## config.mk

```make
export PLATFORM = sky130hd
export DESIGN_NAME = gdr_div
export DESIGN_NICKNAME = d
export VERILOG_FILES = /design/src/gdr_pkg.sv /design/src/gdr_div.sv
export SDC_FILE = /design/constraint.sdc
export NUM_CORES = 1
export LEC_CHECK = 0
export ABC_CLOCK_PERIOD_IN_PS = 3200
export BUFFER_PORTS_ARGS = -buffer_cell sky130_fd_sc_hd__buf_2
export CORE_MARGIN = 5
export CORE_UTILIZATION = 45
export CTS_CLUSTER_SIZE = 28
export DETAILED_ROUTE_END_ITERATION = 6
export PLACE_DENSITY = 0.74
export SETUP_SLACK_MARGIN = 0.3
export SYNTH_ARGS = -nofsm -noshare
export SYNTH_HDL_FRONTEND = slang
export SYNTH_SLANG_ARGS = --single-unit
```

## constraint.sdc

```tcl
create_clock -name clk -period 3.2 [get_ports clk]
set_clock_uncertainty 0.15 [all_clocks]
set_input_delay 0.48 -clock clk [delete_from_list [all_inputs] [get_ports clk]]
set_output_delay 0.48 -clock clk [all_outputs]
set_load 0.02 [all_outputs]
```

## src/gdr_pkg.sv

```systemverilog
`default_nettype none

package gdr_pkg;

  // Default sizes handed to the top level.
  localparam int SLOTS_DEF        = 16;
  localparam int CORDIC_STEPS_DEF = 16;

  // Divider datapath widths: numerator shift register and remainder.
  localparam int DIV_NW = 58;
  localparam int DIV_RW = 25;

  // Step counts of the three divider passes.
  localparam logic [5:0] DIV_STEPS_MOD   = 6'd34;
  localparam logic [5:0] DIV_STEPS_PHASE = 6'd32;
  localparam logic [5:0] DIV_STEPS_PULSE = 6'd46;

  // Register values after reset.
  localparam logic [23:0] FULL_TURN_RST = 24'd8650000;
  localparam logic [15:0] SPU_RST       = 16'd1000;
  localparam logic [7:0]  CPS_RST       = 8'd3;
  localparam logic [25:0] NULL_RST      = 26'd0;
  localparam logic [11:0] CENTER_RST    = 12'd1425;
  localparam logic [9:0]  GAIN_RST      = 10'd300;
  localparam logic [15:0] ARRIVE_RST    = 16'd25;

  // Angles are held in 2^-32 turn.
  localparam logic signed [33:0] CORDIC_K     = 34'sd652032874;
  localparam logic signed [33:0] HALF_TURN    = 34'sd2147483648;
  localparam logic signed [33:0] QUARTER_TURN = 34'sd1073741824;

  // Kinds of input request.
  localparam logic [1:0] KIND_GYRO     = 2'd0;
  localparam logic [1:0] KIND_EDGE     = 2'd1;
  localparam logic [1:0] KIND_WAYPOINT = 2'd2;

  typedef enum logic [2:0] {
    CFG_FULL_TURN,
    CFG_SAMPLES_PER_UPDATE,
    CFG_CLICKS_PER_STEP,
    CFG_RATE_NULL,
    CFG_CALIBRATING,
    CFG_STEER_CENTER,
    CFG_STEER_GAIN,
    CFG_ARRIVAL_DISTANCE
  } cfg_reg_t;

  typedef struct packed {
    logic [1:0]         kind;
    logic [9:0]         rate_sample;
    logic [3:0]         waypoint_slot;
    logic signed [31:0] waypoint_east;
    logic signed [31:0] waypoint_north;
  } item_t;

  typedef struct packed {
    logic [11:0]        steer_pulse;
    logic signed [31:0] heading_now;
    logic signed [31:0] position_east;
    logic signed [31:0] position_north;
    logic [3:0]         target_index;
    logic               route_done;
    logic               heading_updated;
    logic               nav_updated;
  } result_t;

  typedef struct packed {
    logic              start;
    logic [5:0]        steps;
    logic [DIV_RW-1:0] rem_init;
    logic [DIV_NW-1:0] num;
    logic [DIV_RW-1:0] divisor;
  } div_req_t;

  typedef struct packed {
    logic              done;
    logic [DIV_NW-1:0] quo;
    logic [DIV_RW-1:0] rem;
  } div_rsp_t;

  typedef enum logic [4:0] {
    ST_IDLE,
    ST_HSUM,
    ST_HWRAP_HI,
    ST_HWRAP_LO,
    ST_NSUM,
    ST_MOD,
    ST_MODW,
    ST_PH,
    ST_PHW,
    ST_SC,
    ST_SCOUT,
    ST_POS,
    ST_DIFF,
    ST_ABS,
    ST_MAX,
    ST_NORM,
    ST_BQ,
    ST_BC,
    ST_TMUL,
    ST_TGT,
    ST_HDIFF,
    ST_WRAP_LO,
    ST_WRAP_HI,
    ST_PMUL,
    ST_PDIV,
    ST_PDIVW,
    ST_PULSE,
    ST_OUT
  } state_t;

  // Arc tangent of 2^-i in 2^-32 turn.
  function automatic logic signed [33:0] atan_turn(input logic [4:0] idx);
    logic signed [33:0] v;
    case (idx)
      5'd0:    v = 34'sd536870912;
      5'd1:    v = 34'sd316933406;
      5'd2:    v = 34'sd167458907;
      5'd3:    v = 34'sd85004756;
      5'd4:    v = 34'sd42667331;
      5'd5:    v = 34'sd21354465;
      5'd6:    v = 34'sd10679838;
      5'd7:    v = 34'sd5340245;
      5'd8:    v = 34'sd2670163;
      5'd9:    v = 34'sd1335087;
      5'd10:   v = 34'sd667544;
      5'd11:   v = 34'sd333772;
      5'd12:   v = 34'sd166886;
      5'd13:   v = 34'sd83443;
      5'd14:   v = 34'sd41722;
      5'd15:   v = 34'sd20861;
      5'd16:   v = 34'sd10430;
      5'd17:   v = 34'sd5215;
      5'd18:   v = 34'sd2608;
      5'd19:   v = 34'sd1304;
      5'd20:   v = 34'sd652;
      5'd21:   v = 34'sd326;
      5'd22:   v = 34'sd163;
      5'd23:   v = 34'sd81;
      default: v = 34'sd0;
    endcase
    return v;
  endfunction

endpackage

`default_nettype wire

```

## src/gdr_div.sv

```systemverilog
`default_nettype none

// Restoring divider, one quotient bit per cycle. The remainder may be
// preloaded so that the same unit yields fractional quotients.
module gdr_div (
  input  logic              clk,
  input  logic              rst,
  input  gdr_pkg::div_req_t req,
  output gdr_pkg::div_rsp_t rsp
);

  logic                      busy;
  logic                      done;
  logic [5:0]                cnt;
  logic [gdr_pkg::DIV_RW-1:0] rem;
  logic [gdr_pkg::DIV_RW-1:0] dvs;
  logic [gdr_pkg::DIV_NW-1:0] num;
  logic [gdr_pkg::DIV_NW-1:0] quo;
  logic [gdr_pkg::DIV_RW+1:0] trial;

  // Trial subtraction of the divisor from the shifted remainder.
  assign trial = {1'b0, rem, num[gdr_pkg::DIV_NW-1]} - {2'b00, dvs};

  // Sequencing of a pass.
  always_ff @(posedge clk) begin
    if (rst) begin
      busy <= 1'b0;
      done <= 1'b0;
      cnt  <= '0;
    end else begin
      done <= 1'b0;
      if (req.start) begin
        busy <= 1'b1;
        cnt  <= req.steps;
      end else if (busy) begin
        cnt <= cnt - 6'd1;
        if (cnt == 6'd1) begin
          busy <= 1'b0;
          done <= 1'b1;
        end
      end
    end
  end

  // Remainder, numerator and quotient shift registers.
  always_ff @(posedge clk) begin
    if (req.start) begin
      rem <= req.rem_init;
      num <= req.num;
      dvs <= req.divisor;
      quo <= '0;
    end else if (busy) begin
      num <= {num[gdr_pkg::DIV_NW-2:0], 1'b0};
      if (!trial[gdr_pkg::DIV_RW+1]) begin
        rem <= trial[gdr_pkg::DIV_RW-1:0];
        quo <= {quo[gdr_pkg::DIV_NW-2:0], 1'b1};
      end else begin
        rem <= {rem[gdr_pkg::DIV_RW-2:0], num[gdr_pkg::DIV_NW-1]};
        quo <= {quo[gdr_pkg::DIV_NW-2:0], 1'b0};
      end
    end
  end

  assign rsp.done = done;
  assign rsp.quo  = quo;
  assign rsp.rem  = rem;

endmodule

`default_nettype wire

```

==> metrics.yaml <==
run_status:
  outcome: "complete, no violations"
placed_design:
  place_inst: 1107
  hpwl_mm: 13.4
  gp_congestion: 0.877
  portBuffers: 200
  post_dp_cell_area_sq_mm: 0.00953
floorplanning:
  start_util: 0.459
  io_pins: 201
  rows: 49
  die_h_um: 146
  die-area_sq_mm: 0.0213
  fp.dieW_um: 146
  core_area_sq_mm: 0.0181
yosys:
  yosysUniqueCellTypes: 58
  avgSynthCellArea_sq_um: 11.8
  syn_inst: 702
  synth.area.top_cells: "edfxtp_1 (39%), dfxtp_1 (16%), mux2i_1 (8.7%), mux2_2 (7.7%), nor2_1 (4.1%)"
  seq_area_frac_synth: 0.550
  yosys_warnings: 0
  synth_most_common_cell: "edfxtp_1"
  synth_flop_cell: "edfxtp_1"
  async_flop_share: 0
  synth_common_cells: "edfxtp_1 (108), nor2_1 (91), mux2i_1 (72)"
  synth-seq-cells: 174
  synth_top_cell_area_share: 0.391
  synth_top_cell_by_area: "edfxtp_1"
  syn_area_sq_mm: 0.00830
  synth-edff-count: 108
  syn_nets: 847
power:
  power.leakage_nw: 4.48
  power.total_mw: 7.06
  powerDensity_mw_per_mm2: 688
  irDropWorstVdd_mv: 0.383
cells_and_area:
  drive_gt1_frac: 0.372
  fin_util: 0.568
  area_delta_synth_final_pct: 23.7
  fin_cells: 1148
  stdcell_area_sq_mm: 0.0103
  num-nets-final: 1050
global_route:
  overflow: 0
  grt_first_pass_wirelength_mm: 30.2
  grt_pass1_vias: 5992
  antenna_found_initial: 6
  grt_use_total: 0.175
  grt_max_degree: 84
route:
  viasPerCell: 5.15
  wire_per_inst_um: 16.3
  drcViolationCount: 0
  first_pass_iters: 5
  drt_iter0_markers: 327
  drtAntennaViolNets: 0
  vias: 5913
  routed_wl_mm: 18.8
timing:
  worstMarginPinSlew_ns: 0.643
  slew_headroom: 0.571
  fin_crit_sh: 0.954
  hold_viol: 0
  period_needed_ns: 3.05
  setup-violations-final: 0
  fmax_mhz: 328
  holdWs_ns: 0.0797
  rsz0062_at_grt: "true"
  final_max_slew_viol_count: 0
clocking:
  cts.path.max_buffers: 2
  htreeDepth: 4
  clk_pin_slew_ns: 0.07
  cts_tree: "built"
  cts_buffers: 17
  clkLatencyLatePin_ns: 0.42
  cts.sinks: 174
  cts_root_buffer: "clkbuf_16"
flow_run:
  drv_cap: 0
critical_path:
  critPathKind: "reg2reg"
  crit_required_ns: 3.22
  worstPathArrival_ns: 3.07
  cp-start-kind: "flip-flop"
  worst_setup_path_end_kind: "flip-flop"
  worstPathMaxFanout: 4
worst_hold_path:
  worstHoldPathType: "in2reg"
per-layer routing:
layer,wire length [um],part of all wire,GRT usage,vias up
met3,1320,0.070,0.0673,41
met4,467,0.025,0.0560,10
met5,54,0.0029,0,-
li1,-,-,-,2937
met1,7890,0.42,0.213,2772
met2,9030,0.48,0.287,153
flip-flops by register name (all words and copies together), names as in the netlist:
name  cells
busy      1
cnt       6
done      1
dvs      25
num      58
quo      58
rem      25
repair_timing:
| action | in CTS | in global routing |
|---|---|---|
| endpoints found under the setup margin | 26 | 26 |
| pin swaps | 10 | 4 |
| hold buffers | 0 | 0 |
| gates resized for setup | 11 | 13 |
| setup buffers | 7 | 1 |
| hold endpoints to repair | 0 | 0 |
| cloned | 0 | 0 |
layout by cell type, fill, tap and decap left out, drive strengths merged, types with 3 or more instances in the layout:
cell    Yosys  final
a31oi       3      3
buf        11    221
a311oi      3      3
a211oi      8      8
nor3        6      6
nor3b       4      4
inv        42     50
a221o       4      4
mux2i      72     72
xnor2      14     14
o21ai      17     17
o311ai      4      4
nand4       4      4
and2        3      3
clkbuf     26     18
nand2      34     34
a21oi      39     39
ha         27     27
xor2       11     11
dfxtp      66     66
a21o        8      8
mux2       57     57
nor2       91     91
nand3       8      8
clkinv      0      3
edfxtp    108    108
worst max-delay path, cell delays in order, from the launching register on:
cell,delay (ns)
edfxtp_1,0.39
inv_1,0.07
ha_2,0.18
inv_2,0.04
fa_2,0.38
a211oi_4,0.24
nor2_2,0.08
o311ai_4,0.30
a21boi_4,0.12
o21ai_4,0.20
a31oi_4,0.15
and2_4,0.18
a221o_1,0.31
worst paths after layout:
check,start,to,slack [ns],cells after the start
max reg2reg,num[57]$_DFFE_PP_,rem[21]$_DFFE_PP_,0.15,12
min,req[9],dvs[9]$_DFFE_PP_,0.08,1
max,num[57]$_DFFE_PP_,rem[21]$_DFFE_PP_,0.15,12
min reg2reg,quo[41]$_SDFFE_PP0P_,quo[41]$_SDFFE_PP0P_,0.37,2
power by group:
part | internal, mW | total (mW) | switching [mW]
Clock | 1.09 | 1.99 | 0.893
Sequential | 2.68 | 2.84 | 0.159
Combinational | 1.03 | 2.23 | 1.21
through the flow:
step	setup WS [ns]	TNS, ns
after CTS	0.170	0
after detailed placement	-0.175	-0.192
after global placement	0.0499	0
after floorplan	0.232	0
after global routing	0.0391	0
final	0.147	0
cell families after synthesis:
group                      share of synthesized area
adders and majority gates                     0.0431
AOI/OAI and AO/OA                             0.0853
buffers and inverters                         0.0439
muxes                                          0.164
and+or+nand+nor                               0.0870
xor gates and xnor gates                      0.0264
DFF                                            0.550
final cells by class:
type | count | area (sq um)
fillers | 1548 | 7820
flip-flops and latches | 174 | 4570
multi-input cells | 449 | 3470
repair buffers | 221 | 1210
clock buffers | 18 | 450
well taps | 229 | 287
inverters | 42 | 161
clock inverters | 13 | 113
diodes | 2 | 5.00
Power figures use the tool's default switching activity.
